File: config.mk
export PLATFORM = sky130hd
export DESIGN_NAME = multi_test_alu_step
export DESIGN_NICKNAME = d
export VERILOG_FILES = /design/src/mta_pkg.sv /design/src/mta_ram.sv /design/src/multi_test_alu_step.sv
export SDC_FILE = /design/constraint.sdc
export NUM_CORES = 2
export LEC_CHECK = 0
export BUFFER_PORTS_ARGS = -buffer_cell sky130_fd_sc_hd__buf_2
export CAP_MARGIN = 20
export CORE_AREA = 5 5 664 337
export CTS_CLUSTER_SIZE = 40
export DETAILED_ROUTE_END_ITERATION = 6
export DIE_AREA = 0 0 669 342
export PLACE_DENSITY = 0.55
export REMOVE_ABC_BUFFERS = 1
export SLEW_MARGIN = 20
export SYNTH_ARGS = -nofsm -noshare
export SYNTH_HDL_FRONTEND = slang
export SYNTH_SLANG_ARGS = --single-unit
File: constraint.sdc
create_clock -name clk -period 6.5 [get_ports clk]
set_clock_uncertainty 0.15 [all_clocks]
set_input_delay 0.325 -clock clk [delete_from_list [all_inputs] [get_ports clk]]
set_output_delay 0.325 -clock clk [all_outputs]
set_load 0.02 [all_outputs]
File: src/mta_pkg.sv
`timescale 1ns / 1ps
// ----------------------------------------------------------------------------
// mta_pkg: shared definitions of the multi-test ALU step block
// Request and opcode codes, flag bit positions, parameter defaults.
// ----------------------------------------------------------------------------
package mta_pkg;

	localparam int DEF_NUM_REGS  = 8;
	localparam int DEF_MAX_TESTS = 8;

	localparam int DATA_W = 16;
	localparam int FLAG_W = 4;
	localparam int MASK_W = 8;
	localparam int CFG_AW = 3;

	localparam logic [CFG_AW-1:0] ADDR_TEST_COUNT = 3'd0;
	localparam logic [3:0]        TEST_COUNT_RST  = 4'd1;

	localparam logic [2:0] REQ_CLEAR = 3'd0;
	localparam logic [2:0] REQ_WRITE = 3'd1;
	localparam logic [2:0] REQ_EXPECT = 3'd2;
	localparam logic [2:0] REQ_EXEC = 3'd3;
	localparam logic [2:0] REQ_READ = 3'd4;

	localparam logic [3:0] OP_ADD  = 4'd0;
	localparam logic [3:0] OP_SUB  = 4'd1;
	localparam logic [3:0] OP_MUL  = 4'd2;
	localparam logic [3:0] OP_DIV  = 4'd3;
	localparam logic [3:0] OP_MOD  = 4'd4;
	localparam logic [3:0] OP_AND  = 4'd5;
	localparam logic [3:0] OP_OR   = 4'd6;
	localparam logic [3:0] OP_XOR  = 4'd7;
	localparam logic [3:0] OP_SHL  = 4'd8;
	localparam logic [3:0] OP_SHR  = 4'd9;
	localparam logic [3:0] OP_ASR  = 4'd10;
	localparam logic [3:0] OP_LDI  = 4'd11;
	localparam logic [3:0] OP_ADDI = 4'd12;

	localparam int FL_Z = 0;
	localparam int FL_N = 1;
	localparam int FL_C = 2;
	localparam int FL_V = 3;

endpackage

File: src/mta_ram.sv
`timescale 1ns / 1ps
// ----------------------------------------------------------------------------
// mta_ram: generic single-write, single-read RAM
// One write port, one read port, read data registered.
// ----------------------------------------------------------------------------
module mta_ram #(
	parameter int WIDTH = 16,
	parameter int DEPTH = 64,
	localparam int AW = (DEPTH > 1) ? $clog2(DEPTH) : 1
) (
	input  logic             clk,
	input  logic             we,
	input  logic [AW-1:0]    waddr,
	input  logic [WIDTH-1:0] wdata,
	input  logic [AW-1:0]    raddr,
	output logic [WIDTH-1:0] rdata
);

	logic [WIDTH-1:0] mem_q [DEPTH];

	always_ff @(posedge clk) begin
		if (we) begin
			mem_q[waddr] <= wdata;
		end
		rdata <= mem_q[raddr];
	end

endmodule

File: src/multi_test_alu_step.sv
`timescale 1ns / 1ps
// ----------------------------------------------------------------------------
// multi_test_alu_step: per-test register files with a shared ALU
// Clear, write, expect, execute and read items over up to MAX_TEST_CASES
// register files; every result carries the live/match summary.
// ----------------------------------------------------------------------------
// One item is in flight at a time; in_stall is high from the transfer of an
// item until its result is loaded into the output register. Every item ends
// with a match sweep over registers 1..NUM_REGS-1: a read (MRD) and a compare
// (MCMP) per (register, test) pair over the n tests in use
// (n = min(test_count, MAX_TEST_CASES)), or per register when no test is
// in use. An execute item adds, per test, a pass through the shared ALU
// (two register-file reads, operate, write back); div and mod first run a
// zero-divisor check (CHKR, CHKW) per test and then pass each test through
// the shared divider, one quotient bit per cycle. The single read port of
// the register-file RAM serialises these steps. A read item adds an RDW
// step. The last compare of the sweep waits while the output register still
// holds a result that has not been taken; once loaded, a result may sit in
// the output register while the next item is transferred in. Registers of
// never-written entries read as zero through per-entry valid bits, which a
// clear item drops all at once.
module multi_test_alu_step #(
	parameter int NUM_REGS       = mta_pkg::DEF_NUM_REGS,
	parameter int MAX_TEST_CASES = mta_pkg::DEF_MAX_TESTS
) (
	input  logic        clk,
	input  logic        arst_n,
	// APB configuration port
	input  logic        psel,
	input  logic        penable,
	input  logic        pwrite,
	input  logic [2:0]  paddr,
	input  logic [31:0] pwdata,
	output logic [31:0] prdata,
	output logic        pready,
	// input channel
	input  logic        in_valid,
	output logic        in_stall,
	input  logic [2:0]  req_type,
	input  logic [3:0]  opcode,
	input  logic [2:0]  dest_reg,
	input  logic [2:0]  src_a_reg,
	input  logic [2:0]  src_b_reg,
	input  logic [7:0]  immediate,
	input  logic [2:0]  test_index,
	input  logic [15:0] data_value,
	// output channel
	output logic        out_valid,
	input  logic        out_stall,
	output logic        accepted,
	output logic [7:0]  match_mask,
	output logic [7:0]  live_mask,
	output logic [7:0]  depth_now,
	output logic [15:0] read_value,
	output logic [3:0]  read_flags
);

	localparam int TW    = (MAX_TEST_CASES > 1) ? $clog2(MAX_TEST_CASES) : 1;
	localparam int RW    = $clog2(NUM_REGS);
	localparam int NW    = $clog2(MAX_TEST_CASES + 1);
	localparam int DEPTH = MAX_TEST_CASES * NUM_REGS;
	localparam int AW    = (DEPTH > 1) ? $clog2(DEPTH) : 1;
	localparam int DW    = mta_pkg::DATA_W;
	localparam int FW    = mta_pkg::FLAG_W;

	typedef enum logic [11:0] {
		ST_IDLE = 12'b0000_0000_0001,
		ST_CHKR = 12'b0000_0000_0010,
		ST_CHKW = 12'b0000_0000_0100,
		ST_ARD  = 12'b0000_0000_1000,
		ST_BRD  = 12'b0000_0001_0000,
		ST_EXEC = 12'b0000_0010_0000,
		ST_DIV  = 12'b0000_0100_0000,
		ST_DFIN = 12'b0000_1000_0000,
		ST_WR   = 12'b0001_0000_0000,
		ST_RDW  = 12'b0010_0000_0000,
		ST_MRD  = 12'b0100_0000_0000,
		ST_MCMP = 12'b1000_0000_0000
	} state_t;

	state_t st_q;
	state_t st_d;

	// configuration
	logic [3:0]    tcount_q;
	logic [NW-1:0] n_tests;
	logic          cfg_wr;

	assign pready = 1'b1;
	assign cfg_wr = psel && penable && pwrite;
	assign prdata = (paddr == mta_pkg::ADDR_TEST_COUNT) ? {28'd0, tcount_q} : 32'd0;

	always_comb begin
		if (32'(tcount_q) > MAX_TEST_CASES) begin
			n_tests = NW'(MAX_TEST_CASES);
		end else begin
			n_tests = NW'(tcount_q);
		end
	end

	always_ff @(posedge clk or negedge arst_n) begin
		if (!arst_n) begin
			tcount_q <= mta_pkg::TEST_COUNT_RST;
		end else if (cfg_wr && paddr == mta_pkg::ADDR_TEST_COUNT) begin
			tcount_q <= pwdata[3:0];
		end
	end

	// latched item
	logic [2:0]    req_q;
	logic [3:0]    op_q;
	logic [RW-1:0] rd_q;
	logic [RW-1:0] rs_q;
	logic [RW-1:0] rt_q;
	logic [7:0]    imm_q;
	logic [TW-1:0] ti_q;
	logic          ok_q;

	// block state
	logic [DW-1:0]    exp_q [MAX_TEST_CASES];
	logic [FW-1:0]    flg_q [MAX_TEST_CASES];
	logic [7:0]       live_q;
	logic [7:0]       depth_q;
	logic [DEPTH-1:0] vld_q;

	// sequencer counters and ALU registers
	logic [TW-1:0] t_q;
	logic [RW-1:0] r_q;
	logic [7:0]    mm_q;
	logic [DW-1:0] a_q;
	logic [DW-1:0] b_q;
	logic [DW-1:0] res_q;
	logic [FW-1:0] rf_q;
	logic [DW-1:0] quo_q;
	logic [DW-1:0] rem_q;
	logic [DW-1:0] mb_q;
	logic [3:0]    cnt_q;
	logic [DW-1:0] rdv_q;
	logic [FW-1:0] rdf_q;

	logic last_t;
	assign last_t = (32'(t_q) + 1 == 32'(n_tests));

	// item decode at the input
	logic          in_xfer;
	logic          ti_ok;
	logic          rd_ok;
	logic [TW-1:0] ti_in;
	logic [RW-1:0] rd_in;
	logic          ex_ok;

	assign in_xfer  = in_valid && !in_stall;
	assign in_stall = (st_q != ST_IDLE);
	assign ti_ok    = (32'(test_index) < MAX_TEST_CASES);
	assign rd_ok    = (32'(dest_reg) < NUM_REGS);
	assign ti_in    = TW'(test_index);
	assign rd_in    = RW'(dest_reg);
	assign ex_ok    = (opcode <= mta_pkg::OP_ADDI) && rd_ok
	                  && (32'(src_a_reg) < NUM_REGS) && (32'(src_b_reg) < NUM_REGS);

	// register-file RAM
	logic          ram_we;
	logic [AW-1:0] ram_wa;
	logic [DW-1:0] ram_wd;
	logic [AW-1:0] ram_ra;
	logic [DW-1:0] ram_rd;
	logic          rvld_q;
	logic [DW-1:0] rdata;

	function automatic logic [AW-1:0] entry(input logic [TW-1:0] t, input logic [RW-1:0] r);
		entry = AW'(32'(t) * NUM_REGS + 32'(r));
	endfunction

	mta_ram #(
		.WIDTH(DW),
		.DEPTH(DEPTH)
	) u_regfile (
		.clk  (clk),
		.we   (ram_we),
		.waddr(ram_wa),
		.wdata(ram_wd),
		.raddr(ram_ra),
		.rdata(ram_rd)
	);

	// never-written entries read as zero
	assign rdata = rvld_q ? ram_rd : '0;

	always_comb begin
		ram_ra = entry(ti_in, rd_in);
		unique case (st_q)
			ST_CHKR: ram_ra = entry(t_q, rt_q);
			ST_ARD:  ram_ra = entry(t_q, (op_q == mta_pkg::OP_ADDI) ? rd_q : rs_q);
			ST_BRD:  ram_ra = entry(t_q, rt_q);
			ST_MRD:  ram_ra = entry(t_q, r_q);
			// keep the compared entry on the read port while the output is blocked
			ST_MCMP: ram_ra = entry(t_q, r_q);
			default: ram_ra = entry(ti_in, rd_in);
		endcase
	end

	always_comb begin
		ram_we = 1'b0;
		ram_wa = entry(ti_in, rd_in);
		ram_wd = data_value;
		if (st_q == ST_IDLE) begin
			ram_we = in_xfer && req_type == mta_pkg::REQ_WRITE && ti_ok && rd_ok
			         && dest_reg != 3'd0;
		end else if (st_q == ST_WR) begin
			ram_we = (rd_q != '0);
			ram_wa = entry(t_q, rd_q);
			ram_wd = res_q;
		end
	end

	// shared ALU, one test per pass
	logic [DW-1:0] alu_b;
	logic [DW:0]   sum17;
	logic [DW:0]   dif17;
	logic [31:0]   prod;
	logic [DW-1:0] alu_res;
	logic [FW-1:0] alu_fl;
	logic [3:0]    sh;

	assign sh    = rdata[3:0];
	assign alu_b = (op_q == mta_pkg::OP_ADDI) ? {{8{imm_q[7]}}, imm_q} : rdata;
	assign sum17 = {1'b0, a_q} + {1'b0, alu_b};
	assign dif17 = {1'b0, a_q} - {1'b0, rdata};
	assign prod  = 32'(a_q) * 32'(rdata);

	always_comb begin
		alu_res = '0;
		alu_fl  = '0;
		case (op_q)
			mta_pkg::OP_ADD, mta_pkg::OP_ADDI: begin
				alu_res = sum17[DW-1:0];
				alu_fl[mta_pkg::FL_C] = sum17[DW];
				alu_fl[mta_pkg::FL_V] = ~(a_q[15] ^ alu_b[15]) & (a_q[15] ^ alu_res[15]);
			end
			mta_pkg::OP_SUB: begin
				alu_res = dif17[DW-1:0];
				alu_fl[mta_pkg::FL_C] = ~dif17[DW];
				alu_fl[mta_pkg::FL_V] = (a_q[15] ^ rdata[15]) & (a_q[15] ^ alu_res[15]);
			end
			mta_pkg::OP_MUL: begin
				alu_res = prod[DW-1:0];
				alu_fl[mta_pkg::FL_C] = |prod[31:16];
			end
			mta_pkg::OP_AND: alu_res = a_q & rdata;
			mta_pkg::OP_OR:  alu_res = a_q | rdata;
			mta_pkg::OP_XOR: alu_res = a_q ^ rdata;
			mta_pkg::OP_SHL: alu_res = a_q << sh;
			mta_pkg::OP_SHR: alu_res = a_q >> sh;
			mta_pkg::OP_ASR: alu_res = DW'($signed(a_q) >>> sh);
			mta_pkg::OP_LDI: alu_res = {8'd0, imm_q};
			default: alu_res = '0;
		endcase
		alu_fl[mta_pkg::FL_Z] = (alu_res == '0);
		alu_fl[mta_pkg::FL_N] = alu_res[15];
	end

	// restoring divider on magnitudes, one quotient bit per cycle
	logic [DW+1:0] trial;
	logic [DW-1:0] q_sgn;
	logic [DW-1:0] r_sgn;
	logic [DW-1:0] d_res;

	assign trial = {1'b0, rem_q, quo_q[15]} - {2'b00, mb_q};
	assign q_sgn = (a_q[15] ^ b_q[15]) ? (~quo_q + 16'd1) : quo_q;
	assign r_sgn = a_q[15] ? (~rem_q + 16'd1) : rem_q;
	assign d_res = (op_q == mta_pkg::OP_DIV) ? q_sgn : r_sgn;

	// sequencer
	always_comb begin
		st_d = st_q;
		unique case (st_q)
			ST_IDLE: begin
				if (in_xfer) begin
					if (req_type == mta_pkg::REQ_READ && ti_ok && rd_ok) begin
						st_d = ST_RDW;
					end else if (req_type == mta_pkg::REQ_EXEC && ex_ok && n_tests != '0) begin
						if (opcode == mta_pkg::OP_DIV || opcode == mta_pkg::OP_MOD) begin
							st_d = ST_CHKR;
						end else begin
							st_d = ST_ARD;
						end
					end else begin
						st_d = ST_MRD;
					end
				end
			end
			ST_CHKR: st_d = ST_CHKW;
			ST_CHKW: begin
				if (rdata == '0) begin
					st_d = ST_MRD;
				end else if (last_t) begin
					st_d = ST_ARD;
				end else begin
					st_d = ST_CHKR;
				end
			end
			ST_ARD:  st_d = ST_BRD;
			ST_BRD:  st_d = ST_EXEC;
			ST_EXEC: begin
				if (op_q == mta_pkg::OP_DIV || op_q == mta_pkg::OP_MOD) begin
					st_d = ST_DIV;
				end else begin
					st_d = ST_WR;
				end
			end
			ST_DIV:  st_d = (cnt_q == 4'd15) ? ST_DFIN : ST_DIV;
			ST_DFIN: st_d = ST_WR;
			ST_WR:   st_d = last_t ? ST_MRD : ST_ARD;
			ST_RDW:  st_d = ST_MRD;
			ST_MRD:  st_d = ST_MCMP;
			ST_MCMP: begin
				if ((n_tests == '0 || last_t) && 32'(r_q) == NUM_REGS - 1) begin
					if (!out_valid || !out_stall) begin
						st_d = ST_IDLE;
					end
				end else begin
					st_d = ST_MRD;
				end
			end
			default: st_d = ST_IDLE;
		endcase
	end

	always_ff @(posedge clk or negedge arst_n) begin
		if (!arst_n) begin
			st_q    <= ST_IDLE;
			live_q  <= '0;
			depth_q <= '0;
			vld_q   <= '0;
			rvld_q  <= 1'b0;
			ok_q    <= 1'b0;
			t_q     <= '0;
			r_q     <= '0;
			for (int i = 0; i < MAX_TEST_CASES; i++) begin
				exp_q[i] <= '0;
				flg_q[i] <= '0;
			end
		end else begin
			st_q   <= st_d;
			rvld_q <= vld_q[ram_ra];
			if (ram_we) begin
				vld_q[ram_wa] <= 1'b1;
			end
			unique case (st_q)
				ST_IDLE: begin
					t_q <= '0;
					r_q <= RW'(1);
					if (in_xfer) begin
						ok_q <= 1'b0;
						unique case (req_type)
							mta_pkg::REQ_CLEAR: begin
								vld_q   <= '0;
								live_q  <= '0;
								depth_q <= '0;
								ok_q    <= 1'b1;
								for (int i = 0; i < MAX_TEST_CASES; i++) begin
									flg_q[i] <= '0;
								end
							end
							mta_pkg::REQ_WRITE: begin
								if (ti_ok && rd_ok && dest_reg != 3'd0) begin
									live_q[dest_reg] <= 1'b1;
									ok_q <= 1'b1;
								end
							end
							mta_pkg::REQ_EXPECT: begin
								if (ti_ok) begin
									exp_q[ti_in] <= data_value;
									ok_q <= 1'b1;
								end
							end
							mta_pkg::REQ_EXEC: begin
								// no test in use: commits with nothing to compute
								if (ex_ok && n_tests == '0) begin
									ok_q    <= 1'b1;
									depth_q <= depth_q + 8'd1;
									if (dest_reg != 3'd0) begin
										live_q[dest_reg] <= 1'b1;
									end
								end
							end
							mta_pkg::REQ_READ: ok_q <= ti_ok && rd_ok;
							default: ok_q <= 1'b0;
						endcase
					end
				end
				ST_CHKW: begin
					if (rdata == '0) begin
						t_q <= '0;
					end else begin
						t_q <= last_t ? '0 : t_q + TW'(1);
					end
				end
				ST_WR: begin
					if (op_q != mta_pkg::OP_LDI) begin
						flg_q[t_q] <= rf_q;
					end
					if (last_t) begin
						t_q     <= '0;
						ok_q    <= 1'b1;
						depth_q <= depth_q + 8'd1;
						if (rd_q != '0) begin
							live_q[rd_q] <= 1'b1;
						end
					end else begin
						t_q <= t_q + TW'(1);
					end
				end
				ST_MCMP: begin
					// hold the sweep position while the last compare waits
					if (st_d != ST_MCMP) begin
						if (n_tests == '0 || last_t) begin
							t_q <= '0;
							r_q <= r_q + RW'(1);
						end else begin
							t_q <= t_q + TW'(1);
						end
					end
				end
				default: begin
				end
			endcase
		end
	end

	// datapath registers
	always_ff @(posedge clk) begin
		if (st_q == ST_IDLE && in_xfer) begin
			req_q <= req_type;
			op_q  <= opcode;
			rd_q  <= rd_in;
			rs_q  <= RW'(src_a_reg);
			rt_q  <= RW'(src_b_reg);
			imm_q <= immediate;
			ti_q  <= ti_in;
		end
		if (st_q == ST_BRD) begin
			a_q <= rdata;
		end
		if (st_q == ST_EXEC) begin
			b_q   <= rdata;
			res_q <= alu_res;
			rf_q  <= alu_fl;
			quo_q <= a_q[15] ? (~a_q + 16'd1) : a_q;
			mb_q  <= rdata[15] ? (~rdata + 16'd1) : rdata;
			rem_q <= '0;
			cnt_q <= '0;
		end
		if (st_q == ST_DIV) begin
			cnt_q <= cnt_q + 4'd1;
			if (!trial[DW+1]) begin
				rem_q <= trial[DW-1:0];
				quo_q <= {quo_q[14:0], 1'b1};
			end else begin
				rem_q <= {rem_q[14:0], quo_q[15]};
				quo_q <= {quo_q[14:0], 1'b0};
			end
		end
		if (st_q == ST_DFIN) begin
			res_q <= d_res;
			rf_q  <= {2'b00, d_res[15], d_res == '0};
		end
		if (st_q == ST_RDW) begin
			rdv_q <= rdata;
			rdf_q <= flg_q[ti_q];
		end
		// match sweep: start from the live set, drop a register on any mismatch
		if (st_q == ST_IDLE) begin
			mm_q <= '0;
		end
		if (st_q == ST_MRD && r_q == RW'(1) && t_q == '0) begin
			mm_q <= live_q & 8'hFE;
		end
		if (st_q == ST_MCMP && n_tests != '0 && rdata != exp_q[t_q]) begin
			mm_q[r_q] <= 1'b0;
		end
	end

	// output register; the last compare folds straight into match_mask
	logic       out_load;
	logic [7:0] mm_fin;

	assign out_load = (st_q == ST_MCMP) && (st_d == ST_IDLE);

	always_comb begin
		mm_fin = mm_q;
		if (n_tests != '0 && rdata != exp_q[t_q]) begin
			mm_fin[r_q] = 1'b0;
		end
	end

	always_ff @(posedge clk or negedge arst_n) begin
		if (!arst_n) begin
			out_valid <= 1'b0;
		end else if (out_load) begin
			out_valid <= 1'b1;
		end else if (!out_stall) begin
			out_valid <= 1'b0;
		end
	end

	always_ff @(posedge clk) begin
		if (out_load) begin
			accepted   <= ok_q;
			match_mask <= mm_fin;
			live_mask  <= live_q;
			depth_now  <= depth_q;
			read_value <= (ok_q && req_q == mta_pkg::REQ_READ) ? rdv_q : '0;
			read_flags <= (ok_q && req_q == mta_pkg::REQ_READ) ? rdf_q : '0;
		end
	end

endmodule
=== Yosys cells after proc, flatten, opt, wreduce, memory -nomap -nowiden ===
Memories as Yosys holds them, arrays and structs flattened. A register that Yosys moved wholly into a read port is not among the register bits.
Index checks and enable logic that the tools add are counted.

* Bits in registers: 469
* Memory bits (writable): 1024
* Input port bits: 85
* Output and inout port bits: 80
* Word-level logic and storage cells: 333
* Memories: 1

* $add $sub $neg: 17
* Multiply operators: 1
* Order comparisons: 16
* Equality and inequality tests: 51
* Shifts and indexed selects: 3
* Mux-type cells: 108
* Bitwise logic cells: 25
* Reduce and logical (&&, ||, !) cells: 59

{| class="wikitable"
|+ Memories
! memory !! depth !! bits a word !! read ports !! clocked after Yosys merged registers in !! wr ports !! RTL line !! source
|-
| u_regfile.mem_q || 64 || 16 || 1 || 1 || 1 || mta_ram.sv:19 || <nowiki>logic [WIDTH-1:0] mem_q [DEPTH];</nowiki>
|}

{| class="wikitable"
|+ Operators with widths
! operator !! count
|-
| $mux W16 || 18
|-
| $mux W64 || 4
|-
| $pmux W16 S10 || 1
|-
| $pmux W12 S12 || 1
|-
| $bwmux W128 || 1
|-
| $mux W8 || 13
|-
| $mux W32 || 3
|-
| $add A16 B1 Y16 const B || 4
|-
| $not A16 Y16 || 4
|-
| $or A64 B64 Y64 || 1
|-
| $pmux W32 S2 || 1
|-
| $mux W12 || 5
|-
| $bmux W16 S3 || 1
|-
| $demux W16 S3 || 1
|-
| $logic_not A16 Y1 || 3
|-
| $pmux W8 S2 || 3
|-
| $mux W4 || 9
|-
| $bwmux W32 || 1
|-
| $mul A16 B16 Y32 || 1
|-
| $add A6 B3 Y6 || 5
|-
| $eq A12 B1 Y1 const B || 2
|-
| $eq A4 B4 Y1 const B || 6
|-
| $logic_and A1 B1 Y1 || 24
|-
| $pmux W8 S3 || 1
|-
| 87 further kinds || 167
|}

=== Depth between registers and ports, before layout ===
* Depth in word-level cells: 12
* Gate-level depth with buffers: 31
* Mapped depth without buffers: 26

=== Cells and area by module ===
A second synthesis with hierarchy kept.

* Cells, all modules: 5463
* Area, all modules: 75167.1 µm²

{| class="wikitable"
|+ Modules (own cells, without submodules)
! module !! times used !! cells an instance !! area each (µm²) !! seq. area each (µm²)
|-
| mta_ram || 1 || 1820 || 39978.3 || 31069.8
|-
| multi_test_alu_step || 1 || 3643 || 35188.7 || 12179.2
|}

=== Least setup slack after synthesis ===
No wires, ideal clock.

* Path type: reg-to-reg
* Start: reg rvld_q
* End: reg rf_q[2]
* Library setup time: 0.121 ns
* Data arrival time: 6.911 ns
* Data required time: 6.229 ns
* Path slack: -0.683 ns
* Stages on the path, launching flop included: 28
* Buffers on the path: 6
* Period minus slack after synthesis: 7.183 ns
* Cells stage by stage: dfrtp_1 > buf_2 > and2_4 > clkbuf_1 > buf_2 > buf_2 > buf_1 > nand2_1 > fa_1 > fa_1 > inv_1 > fa_1 > fa_1 > fa_1 > inv_1 > fa_1 > inv_1 > ha_1 > clkbuf_1 > and3_1 > and4_1 > a22oi_1 > a21oi_1 > a2111oi_0 > a311oi_1 > nand4_1 > nor4_1 > nor2_1

* Longest elaborated chain between the ends: 4
* Elaborated cells on any way between the ends: 8
* Those cells by class: add/sub: 2; mul: 1; mux: 3; bitwise: 1; reduce/logical: 1

{| class="wikitable"
|+ Ends and longest elaborated chain
! element !! RTL line !! source
|-
| start, declared || multi_test_alu_step.sv:167 || <nowiki>logic rvld_q;</nowiki>
|-
| start signal, assigned || multi_test_alu_step.sv:345 || <nowiki>rvld_q <= vld_q[ram_ra];</nowiki>
|-
| $mux W16 (*) || multi_test_alu_step.sv:187 || <nowiki>assign rdata = rvld_q ? ram_rd : '0;</nowiki>
|-
| via rdata[2] || multi_test_alu_step.sv:168 || <nowiki>logic [DW-1:0] rdata;</nowiki>
|-
| $mul A16 B16 Y32 (tied with other cells) || multi_test_alu_step.sv:229 || <nowiki>assign prod = 32'(a_q) * 32'(rdata);</nowiki>
|-
| $reduce_or A16 Y1 (tied with other cells) || multi_test_alu_step.sv:247 || <nowiki>alu_fl[mta_pkg::FL_C] = |prod[31:16];</nowiki>
|-
| $pmux W1 S3 (*) || multi_test_alu_step.sv:234 || <nowiki>case (op_q)</nowiki>
|-
| end signal, assigned || multi_test_alu_step.sv:448 || <nowiki>rf_q <= alu_fl;</nowiki>
|-
| end signal, assigned || multi_test_alu_step.sv:466 || <nowiki>rf_q <= {2'b00, d_res[15], d_res == '0};</nowiki>
|-
| end, declared || multi_test_alu_step.sv:133 || <nowiki>logic [FW-1:0] rf_q;</nowiki>
|}

Mark *: on every way through the listed nets, which the timed path passes. The rest lies on a longest branch.
A chain may end at the register's enable or synchronous reset.

=== Final worst setup path ===
* Start: reg rvld_q
* End: reg rf_q[0], data pin

* Longest elaborated chain between the ends: 7
* Elaborated cells on any way between the ends: 15
* Those cells by class: add/sub: 2; mul: 1; shift: 3; mux: 5; bitwise: 3; reduce/logical: 1

{| class="wikitable"
|+ Ends and longest elaborated chain
! element !! RTL line !! source
|-
| $mux W16 (*) || multi_test_alu_step.sv:187 ||
|-
| parallel branches: the longest is 2 deep, another holds $mul A16 B16 Y32 || - ||
|-
| $pmux W16 S10 (*) || multi_test_alu_step.sv:234 ||
|-
| $logic_not A16 Y1 (*) || multi_test_alu_step.sv:258 || <nowiki>alu_fl[mta_pkg::FL_Z] = (alu_res == '0);</nowiki>
|-
| $mux W2 (*) || multi_test_alu_step.sv:445 || <nowiki>if (st_q == ST_EXEC) begin</nowiki>
|-
| $mux W2 (*) || multi_test_alu_step.sv:464 || <nowiki>if (st_q == ST_DFIN) begin</nowiki>
|}

Mark *: on every way between the ends. The select of a mux whose other input is x is not followed.

==> results.json <==
{
  "fin_nets": 7636,
  "p_seq_share_pct": 36.0,
  "totalWireLength_mm": 250,
  "port_buffers": 107,
  "max_stage_delay_ns": 0.54,
  "powerDensity_nw_per_um2": 344,
  "dieArea_um2": 229000,
  "cts-htree-levels": 4,
  "slew_violations": 0,
  "synth_top_area_share_pct": 47.8,
  "async_flop_share_pct": 17.7,
  "worst-endpoint-arrival_ns": 7.05,
  "clkLatencyLatePin_ns": 0.82,
  "synth.avg_cell_area_um2": 11.5,
  "status": "complete, but fails checks",
  "firstDrtPassIters": 6,
  "hpwlAfterDp_mm": 167,
  "die_h_um": 342,
  "placed_area_um2": 82800,
  "wire_per_inst_um": 24.6,
  "p_int_mw": 20.0,
  "rsz0062_at_grt": "true",
  "finalPower_mw": 30.7,
  "vias_per_cell": 5.36,
  "syn_area_um2": 75500,
  "worst-path-max-fanout": 7,
  "cp_data_required_time_ns": 6.98,
  "finalCriticalPeriod_ns": 6.57,
  "ys_warn_count": 0,
  "synth_area_leaders": "edfxtp_1 48%, dfrtp_1 8.7%, nand2_1 6.2%",
  "grt_pass1_wl_mm": 364,
  "ant_nets": 0,
  "setup_ws_ns": -0.0712,
  "critPathLaunchType": "register",
  "grt_pass1_vias": 52700,
  "fillers": 20700,
  "cts_tree": "yes",
  "post-route-cell-area_um2": 89100,
  "max_slew_margin_pct": 23.4,
  "clkPwrFrac_pct": 28.7,
  "multi_input_area_um2": 30700,
  "timing.final.crit_share_pct": 101,
  "core_um2": 217000,
  "synth_edf_count": 1202,
  "cts_sinks": 1493,
  "violations": "negative setup slack",
  "hold_class": "in -> reg",
  "syn_inst": 6572,
  "grtUsageTotal_pct": 21.3,
  "switching_share_pct": 34.8,
  "hold_violations": 0,
  "clock_path_buffers": 4,
  "drcViolationCount": 0,
  "combPwrFrac_pct": 35.3,
  "synth-seq-area-share_pct": 57.2,
  "worstMarginPinSlew_ns": 1.15,
  "rows": 121,
  "gp_congestion": 0.960,
  "antenna_found_initial": 8,
  "cts_buffers": 154,
  "cap_violations": 0,
  "p_switching_mw": 10.7,
  "area_delta_synth_final_pct": 18.0,
  "slowest_stage": "or4b_1",
  "start_util_pct": 34.8,
  "seqCellArea_um2": 43300,
  "fp.dieW_um": 669,
  "post-synth-top-area-cell": "edfxtp_1",
  "setup_viol": 2,
  "power_leakage_nw": 34.5,
  "clockRootBuffer": "clkbuf_16",
  "path_common_cell": "fa_1",
  "drive_gt1_share_pct": 17.0,
  "ir_drop_uv": 244,
  "clk_pin_slew_ns": 0.07,
  "dr_total_vias": 54500,
  "grt_max_degree": 118,
  "first_iter_violations": 5668,
  "overflow": 0,
  "crit_type": "reg -> reg",
  "synth_flop_cell": "edfxtp_1",
  "ys_ff_latch": 1493,
  "ys_types": 103,
  "crit_path_end_kind": "register",
  "ios": 165,
  "fmax_ghz": 0.152
}
## sequential cells by signal, indices dropped and copies added (netlist names), 12 cells and up
signal,cells
rdv_q,16
u_regfile.mem_q,1024
flg_q,32
res_q,16
a_q,16
exp_q,128
mb_q,15
st_q,12
rem_q,16
quo_q,16
u_regfile.rdata,16
read_value,16
vld_q,64
## cells by family (layout without fill, tap and decap cells)
| kind of cell | after synthesis | in the layout | synth area share (%) |
|---|---|---|---|
| compound gates | 1113 | 1113 | 9.60 |
| xor+xnor | 131 | 131 | 1.52 |
| fa+ha+maj | 394 | 394 | 8.48 |
| buf+inv | 738 | 1283 | 3.99 |
| flops | 1493 | 1493 | 57.2 |
| mux | 350 | 350 | 5.35 |
| other cells | 2 | 159 | 0.00994 |
| simple gates | 2351 | 2351 | 13.8 |
## final timing paths
| kind | to | startpoint | slack [ns] | cells after the start |
|---|---|---|---|---|
| max | rf_q[0] | rvld_q | -0.07 | 27 |
| min in group asynchronous | vld_q[16] | arst_n | 0.47 | 3 |
| max in group asynchronous | rvld_q | arst_n | 4.32 | 4 |
| min reg2reg | live_mask[0] | live_q[0] | 0.30 | 0 |
| min | rt_q[1] | src_b_reg[1] | 0.13 | 2 |
| max reg2reg | rf_q[0] | rvld_q | -0.07 | 27 |
## power groups by stage
| stage | sequential (mW) | clock, mW | combinational (mW) |
|---|---|---|---|
| 6_report | 11.1 | 8.79 | 10.8 |
| 5_1_grt | 11.1 | 9.38 | 11.7 |
| 4_1_cts | 11.1 | 8.97 | 10.3 |
| 3_5_place_dp | 11.2 | 0 | 9.97 |
| 3_3_place_gp | 11.2 | 0 | 9.98 |
| 2_1_floorplan | 11.2 | 0 | 5.97 |
## per-stage QoR
step	hold slack (ns)	std cells	utilization [%]	setup slack (ns)	TNS [ns]
2_1_floorplan	-0.121	6318	-	-5.65	-115.35
3_5_place_dp	0.266	9807	38.2	-0.384	-1.04
5_1_grt	0.105	10200	41.1	-0.257	-0.840
4_1_cts	0.0762	10100	40.9	-0.0517	-0.0974
3_3_place_gp	0.266	9807	38.2	-0.271	-0.620
6_report	0.130	10200	41.1	-0.0712	-0.117
## worst max-delay path, delay by kind of cell (launching register included)
family	cells	cell delay, ns
xor gates and xnor gates	1	0.16
adders and majority gates	7	2.86
DFF	1	0.42
and+or+nand+nor	5	1.06
buffers and inverters	8	0.91
AOI/OAI and AO/OA	6	0.88
## layout make-up
cell class / instances / area share [%]
inverters: 329 / 1.40
diodes: 2 / 0.00561
well taps: 2890 / 4.06
clock inverters: 74 / 0.761
flip-flops and latches: 1493 / 48.5
clock buffers: 197 / 4.71
multi-input cells: 4496 / 34.4
repair buffers: 683 / 6.16
## cells in the mapped netlist, types with 14 or more instances
cell type  instances
nor4_1            59
fa_1             197
a31oi_1          127
buf_4             31
buf_2             86
o21a_1            19
mux4_2            28
buf_1             52
a22o_1            15
nand2_1         1240
inv_1            313
and2_1            63
o22a_1            19
clkbuf_1         238
dfrtp_1          263
nor2_1           477
xnor2_1           99
a32oi_1           85
o211ai_1          20
and3_1            56
nand2b_1          29
a22oi_1           25
a21o_1            22
nand4_1           49
a211oi_1          37
o31ai_1           23
a21oi_1          366
a222oi_1          17
mux2i_1          173
dfxtp_1           26
nand4b_1          14
a221oi_1          20
o21ai_0          158
ha_1             197
edfxtp_1        1202
nor3_1            53
nand3b_1          14
nand3_1          156
o22ai_1           26
mux2_2           148
or4_1             22
xor2_1            32
nor2b_1           45
## per-layer routing
layer	track usage, %	routed length, um
met1	30.1	110000
met2	33.4	113000
met3	3.49	18400
met4	6.77	8490
met5	0	15
## cell usage in the layout (no fill, tap or decap), types with 51 or more instances in the layout
cell type,Yosys,routed
a21oi_1,366,363
a31oi_1,127,126
a32oi_1,85,85
and2_1,63,53
and3_1,56,54
buf_2,86,106
buf_4,31,473
clkbuf_16,0,159
conb_1,2,157
dfrtp_1,263,260
dlygate4sd3_1,0,56
edfxtp_1,1202,1202
fa_1,197,191
ha_1,197,184
inv_1,313,300
mux2_2,148,148
mux2i_1,173,173
nand2_1,1240,1220
nand3_1,156,155
nor2_1,477,441
nor4_1,59,51
o21ai_0,158,149
xnor2_1,99,99
## what timing repair did
item	4_1_cts	5_1_grt
resized for setup	68	77
hold buffers	57	0
hold endpoints to repair	258	0
pin swaps	24	53
setup buffers	9	15
cloned	1	1
endpoints found under the setup margin	6	7
No activity file was read; power rests on OpenSTA's default activity.
